### src/rtl/acpiec_pkg.sv
// Shared types, codes and reset constants for the EC host transaction engine.
// No dependencies; imported by every module of the block.
package acpiec_pkg;

    localparam logic [15:0] CMD_PORT_RST  = 16'h0066;
    localparam logic [15:0] DATA_PORT_RST = 16'h0062;
    localparam logic [15:0] POLL_LIM_RST  = 16'd500;
    localparam logic [7:0]  MAX_ATT_RST   = 8'd5;
    localparam logic [7:0]  SKIP_THR_RST  = 8'd20;

    localparam logic [7:0]  ST_OBF = 8'h01;
    localparam logic [7:0]  ST_IBF = 8'h02;
    localparam logic [7:0]  CMD_RD = 8'h80;
    localparam logic [7:0]  CMD_WR = 8'h81;

    localparam logic [8:0]  RFC_MAX = 9'd256;

    typedef enum logic [2:0] {
        REQ_RD_BYTE = 3'd0,
        REQ_RD_WORD = 3'd1,
        REQ_WR_BYTE = 3'd2,
        REQ_WR_WORD = 3'd3,
        REQ_PORT_RSP = 3'd4
    } req_t;

    typedef enum logic [2:0] {
        CFG_CMD_PORT  = 3'd0,
        CFG_DATA_PORT = 3'd1,
        CFG_POLL_LIM  = 3'd2,
        CFG_MAX_ATT   = 3'd3,
        CFG_SKIP_THR  = 3'd4
    } cfg_idx_t;

    typedef enum logic [1:0] {
        ACT_PORT_RD = 2'd0,
        ACT_PORT_WR = 2'd1,
        ACT_DONE    = 2'd2
    } act_t;

    typedef enum logic [3:0] {
        PH_IDLE     = 4'd0,
        PH_WAIT_CMD = 4'd1,
        PH_CMD_WR   = 4'd2,
        PH_WAIT_ADR = 4'd3,
        PH_ADR_WR   = 4'd4,
        PH_WAIT_DAT = 4'd5,
        PH_DAT_WR   = 4'd6,
        PH_WAIT_OBF = 4'd7,
        PH_DAT_RD   = 4'd8
    } phase_t;

    typedef struct packed {
        logic [15:0] cmd_port_addr;
        logic [15:0] data_port_addr;
        logic [15:0] poll_limit;
        logic [7:0]  max_attempts;
        logic [7:0]  skip_threshold;
    } cfg_t;

    typedef struct packed {
        logic [2:0]  req_type;
        logic [7:0]  reg_addr;
        logic [15:0] wr_data;
        logic        port_ok;
        logic [7:0]  port_rdata;
    } item_t;

    typedef struct packed {
        logic [1:0]  act;
        logic [15:0] port_addr;
        logic [7:0]  port_wdata;
        logic        ok;
        logic [15:0] rd_value;
    } result_t;

endpackage

### src/rtl/acpiec_cfg.sv
// Configuration register file for the EC host transaction engine.
// Depends on acpiec_pkg for the register layout and reset values.
module acpiec_cfg
(
    input  logic                clk,
    input  logic                rst_n,
    input  logic                wr_en,
    input  logic [2:0]          wr_index,
    input  logic [15:0]         wr_data,
    output acpiec_pkg::cfg_t    cfg
);
    import acpiec_pkg::*;

    cfg_t cfg_reg;
    cfg_t cfg_next;

    always_comb
    begin
        cfg_next = cfg_reg;
        if (wr_en)
        begin
            unique case (wr_index)
                CFG_CMD_PORT:  cfg_next.cmd_port_addr  = wr_data;
                CFG_DATA_PORT: cfg_next.data_port_addr = wr_data;
                CFG_POLL_LIM:  cfg_next.poll_limit     = wr_data;
                CFG_MAX_ATT:   cfg_next.max_attempts   = wr_data[7:0];
                CFG_SKIP_THR:  cfg_next.skip_threshold = wr_data[7:0];
                default:       cfg_next = cfg_reg;
            endcase
        end
    end

    always_ff @(posedge clk or negedge rst_n)
    begin
        if (!rst_n)
        begin
            cfg_reg.cmd_port_addr  <= CMD_PORT_RST;
            cfg_reg.data_port_addr <= DATA_PORT_RST;
            cfg_reg.poll_limit     <= POLL_LIM_RST;
            cfg_reg.max_attempts   <= MAX_ATT_RST;
            cfg_reg.skip_threshold <= SKIP_THR_RST;
        end
        else
        begin
            cfg_reg <= cfg_next;
        end
    end

    assign cfg = cfg_reg;

endmodule

### src/rtl/acpiec_engine.sv
// Request state machine: phase, retry and poll counters, and the result of one transaction.
// Depends on acpiec_pkg for phase codes, item and result structs.
module acpiec_engine
(
    input  logic                 clk,
    input  logic                 rst_n,
    input  logic                 step,
    input  acpiec_pkg::item_t    item,
    input  acpiec_pkg::cfg_t     cfg,
    output logic                 res_valid,
    output acpiec_pkg::result_t  res
);
    import acpiec_pkg::*;

    phase_t      phase_reg,      phase_next;
    logic [1:0]  op_kind_reg,    op_kind_next;
    logic [7:0]  cur_addr_reg,   cur_addr_next;
    logic [15:0] write_word_reg, write_word_next;
    logic        byte_sel_reg,   byte_sel_next;
    logic [15:0] spin_reg,       spin_next;
    logic [7:0]  attempts_reg,   attempts_next;
    logic [8:0]  rfc_reg,        rfc_next;
    logic [7:0]  low_byte_reg,   low_byte_next;

    always_comb
    begin
        logic        do_enter;
        logic        do_fail;
        logic        do_finish;
        logic        do_bdone;
        logic        fin_ok;
        logic [15:0] fin_val;
        logic [7:0]  bd_data;
        phase_t      ent_ph;
        logic        met;
        logic [15:0] spin_inc;
        logic [7:0]  att_dec;

        phase_next      = phase_reg;
        op_kind_next    = op_kind_reg;
        cur_addr_next   = cur_addr_reg;
        write_word_next = write_word_reg;
        byte_sel_next   = byte_sel_reg;
        spin_next       = spin_reg;
        attempts_next   = attempts_reg;
        rfc_next        = rfc_reg;
        low_byte_next   = low_byte_reg;
        res_valid       = 1'b0;
        res             = '0;
        do_enter        = 1'b0;
        do_fail         = 1'b0;
        do_finish       = 1'b0;
        do_bdone        = 1'b0;
        fin_ok          = 1'b0;
        fin_val         = '0;
        bd_data         = '0;
        ent_ph          = PH_WAIT_CMD;
        met             = 1'b0;
        spin_inc        = spin_reg + 16'd1;
        att_dec         = '0;

        if (step)
        begin
            if (item.req_type <= REQ_WR_WORD)
            begin
                if (phase_reg == PH_IDLE)
                begin
                    op_kind_next    = item.req_type[1:0];
                    cur_addr_next   = item.reg_addr;
                    write_word_next = item.wr_data;
                    byte_sel_next   = 1'b0;
                    attempts_next   = cfg.max_attempts;
                    if (cfg.max_attempts == 8'd0)
                    begin
                        do_finish = 1'b1;
                    end
                    else
                    begin
                        do_enter = 1'b1;
                        ent_ph   = PH_WAIT_CMD;
                    end
                end
            end
            else if (item.req_type == REQ_PORT_RSP && phase_reg != PH_IDLE)
            begin
                unique case (phase_reg)
                    PH_WAIT_CMD, PH_WAIT_ADR, PH_WAIT_DAT, PH_WAIT_OBF:
                    begin
                        if (phase_reg == PH_WAIT_OBF)
                            met = item.port_ok && ((item.port_rdata & ST_OBF) != 8'd0);
                        else
                            met = item.port_ok && ((item.port_rdata & ST_IBF) == 8'd0);
                        if (met)
                        begin
                            do_enter = 1'b1;
                            unique case (phase_reg)
                                PH_WAIT_CMD: ent_ph = PH_CMD_WR;
                                PH_WAIT_ADR: ent_ph = PH_ADR_WR;
                                PH_WAIT_DAT: ent_ph = op_kind_reg[1] ? PH_DAT_WR : PH_WAIT_OBF;
                                default:
                                begin
                                    rfc_next = '0;
                                    ent_ph   = PH_DAT_RD;
                                end
                            endcase
                        end
                        else
                        begin
                            spin_next = spin_inc;
                            if (spin_inc >= cfg.poll_limit || spin_inc == 16'd0)
                            begin
                                if (phase_reg == PH_WAIT_OBF && rfc_reg < RFC_MAX)
                                    rfc_next = rfc_reg + 9'd1;
                                do_fail = 1'b1;
                            end
                            else
                            begin
                                res_valid     = 1'b1;
                                res.act       = ACT_PORT_RD;
                                res.port_addr = cfg.cmd_port_addr;
                            end
                        end
                    end
                    PH_CMD_WR:
                    begin
                        do_enter = item.port_ok;
                        ent_ph   = PH_WAIT_ADR;
                        do_fail  = !item.port_ok;
                    end
                    PH_ADR_WR:
                    begin
                        do_enter = item.port_ok;
                        ent_ph   = PH_WAIT_DAT;
                        do_fail  = !item.port_ok;
                    end
                    PH_DAT_WR:
                    begin
                        do_bdone = item.port_ok;
                        bd_data  = '0;
                        do_fail  = !item.port_ok;
                    end
                    PH_DAT_RD:
                    begin
                        do_bdone = item.port_ok;
                        bd_data  = item.port_rdata;
                        do_fail  = !item.port_ok;
                    end
                    default:
                    begin
                        phase_next = PH_IDLE;
                    end
                endcase
            end
        end

        // retry the whole request or give up
        if (do_fail)
        begin
            att_dec = (attempts_reg != 8'd0) ? attempts_reg - 8'd1 : attempts_reg;
            attempts_next = att_dec;
            if (att_dec == 8'd0)
            begin
                do_finish = 1'b1;
            end
            else
            begin
                byte_sel_next = 1'b0;
                do_enter      = 1'b1;
                ent_ph        = PH_WAIT_CMD;
            end
        end

        // advance to the next byte or complete
        if (do_bdone)
        begin
            if (op_kind_reg[0] && !byte_sel_reg)
            begin
                if (!op_kind_reg[1])
                    low_byte_next = bd_data;
                byte_sel_next = 1'b1;
                do_enter      = 1'b1;
                ent_ph        = PH_WAIT_CMD;
            end
            else
            begin
                do_finish = 1'b1;
                fin_ok    = 1'b1;
                if (op_kind_reg[1])
                    fin_val = '0;
                else if (op_kind_reg[0])
                    fin_val = {bd_data, low_byte_reg};
                else
                    fin_val = {8'd0, bd_data};
            end
        end

        if (do_enter)
        begin
            if (ent_ph == PH_WAIT_OBF && rfc_next > {1'b0, cfg.skip_threshold})
                ent_ph = PH_DAT_RD;
            phase_next    = ent_ph;
            spin_next     = '0;
            res_valid     = 1'b1;
            unique case (ent_ph)
                PH_CMD_WR:
                begin
                    res.act        = ACT_PORT_WR;
                    res.port_addr  = cfg.cmd_port_addr;
                    res.port_wdata = op_kind_next[1] ? CMD_WR : CMD_RD;
                end
                PH_ADR_WR:
                begin
                    res.act        = ACT_PORT_WR;
                    res.port_addr  = cfg.data_port_addr;
                    res.port_wdata = cur_addr_next + {7'd0, byte_sel_next};
                end
                PH_DAT_WR:
                begin
                    res.act        = ACT_PORT_WR;
                    res.port_addr  = cfg.data_port_addr;
                    res.port_wdata = byte_sel_next ? write_word_next[15:8]
                                                   : write_word_next[7:0];
                end
                PH_DAT_RD:
                begin
                    res.act       = ACT_PORT_RD;
                    res.port_addr = cfg.data_port_addr;
                end
                default:
                begin
                    res.act       = ACT_PORT_RD;
                    res.port_addr = cfg.cmd_port_addr;
                end
            endcase
        end

        if (do_finish)
        begin
            phase_next   = PH_IDLE;
            res_valid    = 1'b1;
            res          = '0;
            res.act      = ACT_DONE;
            res.ok       = fin_ok;
            res.rd_value = fin_val;
        end
    end

    always_ff @(posedge clk or negedge rst_n)
    begin
        if (!rst_n)
        begin
            phase_reg      <= PH_IDLE;
            op_kind_reg    <= '0;
            cur_addr_reg   <= '0;
            write_word_reg <= '0;
            byte_sel_reg   <= 1'b0;
            spin_reg       <= '0;
            attempts_reg   <= '0;
            rfc_reg        <= '0;
            low_byte_reg   <= '0;
        end
        else
        begin
            phase_reg      <= phase_next;
            op_kind_reg    <= op_kind_next;
            cur_addr_reg   <= cur_addr_next;
            write_word_reg <= write_word_next;
            byte_sel_reg   <= byte_sel_next;
            spin_reg       <= spin_next;
            attempts_reg   <= attempts_next;
            rfc_reg        <= rfc_next;
            low_byte_reg   <= low_byte_next;
        end
    end

endmodule

### src/rtl/acpi_ec_host_transaction_engine.sv
// EC host transaction engine top level: input register, state machine, result register.
// Depends on acpiec_pkg, acpiec_cfg and acpiec_engine.
// A held transaction is processed when the result slot is free or draining; its result
// is registered. Throughput: one transaction per cycle when the result slot is free or
// draining; the state machine's phase and counter update between the registers sets it.
// Reset: asynchronous, clears control state and loads the register defaults.
module acpi_ec_host_transaction_engine
(
    input  logic        clk,
    input  logic        rst_n,
    input  logic        in_valid,
    output logic        in_ready,
    input  logic [2:0]  req_type,
    input  logic [7:0]  reg_addr,
    input  logic [15:0] wr_data,
    input  logic        port_ok,
    input  logic [7:0]  port_rdata,
    output logic        out_valid,
    input  logic        out_ready,
    output logic [1:0]  act,
    output logic [15:0] port_addr,
    output logic [7:0]  port_wdata,
    output logic        ok,
    output logic [15:0] rd_value,
    input  logic        cfg_valid,
    output logic        cfg_ready,
    input  logic [2:0]  cfg_index,
    input  logic [15:0] cfg_data
);
    import acpiec_pkg::*;

    cfg_t    cfg;
    item_t   item_reg,  item_next;
    logic    ivalid_reg, ivalid_next;
    result_t res;
    logic    res_valid;
    result_t out_reg,   out_next;
    logic    ovalid_reg, ovalid_next;
    logic    advance;

    assign cfg_ready = 1'b1;

    acpiec_cfg u_cfg
    (
        .clk      (clk),
        .rst_n    (rst_n),
        .wr_en    (cfg_valid && cfg_ready),
        .wr_index (cfg_index),
        .wr_data  (cfg_data),
        .cfg      (cfg)
    );

    // process the held transaction when the result slot is free or draining
    assign advance  = ivalid_reg && (!ovalid_reg || out_ready);
    assign in_ready = !ivalid_reg || advance;

    acpiec_engine u_engine
    (
        .clk       (clk),
        .rst_n     (rst_n),
        .step      (advance),
        .item      (item_reg),
        .cfg       (cfg),
        .res_valid (res_valid),
        .res       (res)
    );

    always_comb
    begin
        item_next   = item_reg;
        ivalid_next = ivalid_reg;
        if (in_valid && in_ready)
        begin
            item_next.req_type   = req_type;
            item_next.reg_addr   = reg_addr;
            item_next.wr_data    = wr_data;
            item_next.port_ok    = port_ok;
            item_next.port_rdata = port_rdata;
            ivalid_next          = 1'b1;
        end
        else if (advance)
        begin
            ivalid_next = 1'b0;
        end

        out_next    = out_reg;
        ovalid_next = ovalid_reg && !out_ready;
        if (advance && res_valid)
        begin
            out_next    = res;
            ovalid_next = 1'b1;
        end
    end

    always_ff @(posedge clk or negedge rst_n)
    begin
        if (!rst_n)
        begin
            ivalid_reg <= 1'b0;
            ovalid_reg <= 1'b0;
        end
        else
        begin
            ivalid_reg <= ivalid_next;
            ovalid_reg <= ovalid_next;
        end
    end

    always_ff @(posedge clk)
    begin
        item_reg <= item_next;
        out_reg  <= out_next;
    end

    assign out_valid  = ovalid_reg;
    assign act        = out_reg.act;
    assign port_addr  = out_reg.port_addr;
    assign port_wdata = out_reg.port_wdata;
    assign ok         = out_reg.ok;
    assign rd_value   = out_reg.rd_value;

endmodule
### config.mk
export PLATFORM = sky130hd
export DESIGN_NAME = acpi_ec_host_transaction_engine
export DESIGN_NICKNAME = d
export VERILOG_FILES = /design/src/rtl/acpiec_pkg.sv /design/src/rtl/acpiec_cfg.sv /design/src/rtl/acpiec_engine.sv /design/src/rtl/acpi_ec_host_transaction_engine.sv
export SDC_FILE = /design/constraint.sdc
export NUM_CORES = 1
export LEC_CHECK = 0
export ABC_AREA = 1
export BUFFER_PORTS_ARGS = -buffer_cell sky130_fd_sc_hd__buf_4
export CORE_ASPECT_RATIO = 0.9
export CORE_UTILIZATION = 64
export DETAILED_ROUTE_END_ITERATION = 8
export PLACE_DENSITY = 0.85
export SLEW_MARGIN = 20
export SYNTH_ARGS = -nofsm -noshare
export SYNTH_HDL_FRONTEND = slang
export SYNTH_HIERARCHICAL = 1
export SYNTH_SLANG_ARGS = --single-unit
### constraint.sdc
create_clock -name clk -period 15.2 [get_ports clk]
set_clock_uncertainty 0.15 [all_clocks]
set_input_delay 4.56 -clock clk [delete_from_list [all_inputs] [get_ports clk]]
set_output_delay 4.56 -clock clk [all_outputs]
set_load 0.05 [all_outputs]
==> impl_metrics.json <==
{
  "outcome": "finished, final reports clean",
  "top_layer": "met4",
  "startpoint_type": "input pin",
  "antenna_found_initial": 0,
  "drv_cap": 0,
  "layout_min_cycle_time_ns": 9.72,
  "post-place-cells": 1554,
  "layout_commonest_cell": "nand2_1",
  "async_flop_share_pct": 63.6,
  "wl_per_cell_um": 16.7,
  "synth_edf_count": 79,
  "crit_path_end_kind": "output port",
  "critPathMaxFanout": 3,
  "routed_wl_mm": 26.7,
  "leakagePower_nw": 6.21,
  "antenna_cells": 0,
  "core-area_mm2": 0.0164,
  "grt_usage_pct": 31.2,
  "dieHeight_um": 126,
  "clockBufferDepth": 3,
  "hold_slack_ns": 0.314,
  "worst_hold_path_type": "reg -> reg",
  "wl_met2_mm": 12.5,
  "required_ns": 10.49,
  "drive_above_1_share_pct": 15.4,
  "power_density_mw_per_mm2": 156,
  "grt_max_degree": 83,
  "avgViaCountPerCell": 5.73,
  "rsz0062_at_grt": "false",
  "syn-cell-area_mm2": 0.0109,
  "dieArea_mm2": 0.0176,
  "cts_setup_buffers": 0,
  "stdcell_count": 1594,
  "clkLatencyLatePin_ns": 0.51,
  "num_rows": 44,
  "synth_cell_type_count": 51,
  "min_period_over_period_pct": 64.0,
  "ios": 106,
  "initial_utilization_pct": 66.5,
  "wl_met3_mm": 2.21,
  "clockRootBuffer": "clkbuf_16",
  "synth_seq_area_share_pct": 53.6,
  "yosys_warnings": 6,
  "cts_buffers": 22,
  "dr_total_vias": 9128,
  "cts_tree": "yes",
  "finalWeightedCongestion": 0.892,
  "clk_pin_slew_ns": 0.06,
  "critical_path_class": "in -> out",
  "fmaxAchievable_mhz": 103,
  "hold_buffers": 0,
  "wl_met1_mm": 11.4,
  "tns_ns": 0,
  "max-vdd-ir-drop_v": 0.000115,
  "crit_arrival_ns": 5.01,
  "areaGrowthSynthToFinish_pct": 15.3,
  "yosys_register_bits": 217,
  "dp_hpwl_mm": 17.1,
  "ant_nets": 0,
  "place.port_buffers": 104,
  "die_w_um": 140,
  "ys.flop_type": "dfrtp_1",
  "cts_sinks": 217,
  "grt_pass1_wl_mm": 43.7,
  "avgSynthCellArea_um2": 8.59,
  "gr-total-overflow": 0,
  "nNetsFinal": 1462,
  "slew_headroom_pct": 33.0,
  "setup_viol": 0,
  "cts_resized": 0,
  "syn_nets": 1362,
  "final_cell_mix": "nand2_1, inv_1, nand3_1",
  "final-hold-violation-count": 0,
  "drv_slew": 0,
  "drc_errors": 0,
  "drt-pass1-iter-count": 6,
  "drt_iter0_markers": 921,
  "syn_inst": 1271,
  "largest_register_ffs": 64,
  "cts.htree.levels": 1,
  "worst_pin_slew_ns": 1.00,
  "grt_pass1_vias": 8959
}
==> worst max-delay path, cell delays in order <==
cell	delay, ns
buf_4	0.10
inv_1	0.07
nand3_2	0.08
buf_4	0.20
==> final timing paths <==
check                                           from                        to  slack [ns]  depth (start not counted)
worst min register to register         u_cfg/cfg[20]             u_cfg/cfg[20]        0.31                          2
min in group asynchronous                      rst_n     u_engine/spin_reg[14]        3.87                          1
max in group asynchronous                      rst_n  u_engine/attempts_reg[1]        9.86                          2
worst min-delay path                   u_cfg/cfg[20]             u_cfg/cfg[20]        0.31                          2
worst max register to register  u_engine/spin_reg[0]              port_addr[9]        9.26                         36
worst max-delay path                       out_ready                  in_ready        5.48                          4
==> Yosys cell counts (3+ instances only) <==
library cell	count	share of area (%)
nand2_1	397	14
inv_1	162	5.6
nand3_1	138	6.3
dfrtp_1	121	28
edfxtp_1	79	22
o21ai_0	70	3.2
nor2_1	68	2.3
ha_1	31	3.6
a21oi_1	21	0.96
dfstp_2	17	4.1
nor3_1	14	0.64
clkbuf_1	12	0.41
buf_2	10	0.46
inv_2	10	0.34
nand4_1	10	0.57
a211oi_1	8	0.55
buf_4	8	0.55
nand2_2	8	0.46
o22ai_1	7	0.40
xor2_1	7	0.56
nor2_2	6	0.34
or2_2	6	0.34
a221oi_1	5	0.40
nor2_4	5	0.52
o21ai_1	5	0.23
buf_6	4	0.41
o32ai_1	4	0.32
clkinv_1	3	0.10
nand3_2	3	0.28
==> power by group <==
group | leakage, nW | switching, mW | total [mW] | internal [mW]
combinational | 3.39 | 0.393 | 0.572 | 0.179
clock | 0.370 | 0.232 | 0.577 | 0.345
sequential | 2.45 | 0.0702 | 0.813 | 0.743
total | 6.21 | 0.695 | 1.96 | 1.27
==> cell families (layout without fill, tap and decap cells) <==
| group | after synthesis | count (layout) | share of synthesized area [%] |
|---|---|---|---|
| simple gates | 671 | 671 | 27.3 |
| fa+ha+maj | 31 | 31 | 3.55 |
| buf+inv | 209 | 325 | 7.85 |
| other cells | 1 | 1 | 0.0344 |
| mux | 1 | 1 | 0.0917 |
| flops | 217 | 217 | 53.6 |
| compound gates | 132 | 132 | 6.92 |
| xor+xnor | 9 | 9 | 0.722 |
==> routing by layer <==
| metal | up-vias | global-route usage, % |
|---|---|---|
| met5 | - | 0 |
| met4 | 0 | 10.5 |
| met3 | 60 | 4.07 |
| met2 | 442 | 50.6 |
| met1 | 4283 | 44.1 |
| li1 | 4343 | - |
==> per-stage QoR <==
stage          total power [mW]  utilization (%)  setup WS, ns  instance area (um2)
6_report                   1.96             76.7          5.48                12600
5_1_grt                    2.06             76.7          5.42                12600
4_1_cts                    1.96             76.7          5.47                12600
3_5_place_dp               1.37             72.0          5.47                11800
3_3_place_gp               1.34             72.0          5.48                11800
2_1_floorplan              1.21                -          5.61                10900
==> area by class of cell <==
cell class / instances / area (um2)
inverters: 175 / 657
well taps: 207 / 259
multi-input cells: 845 / 4230
clock buffers: 25 / 583
flip-flops and latches: 217 / 5850
fillers: 1152 / 3820
clock inverters: 15 / 184
repair buffers: 110 / 833
Power figures use the tool's default switching activity.
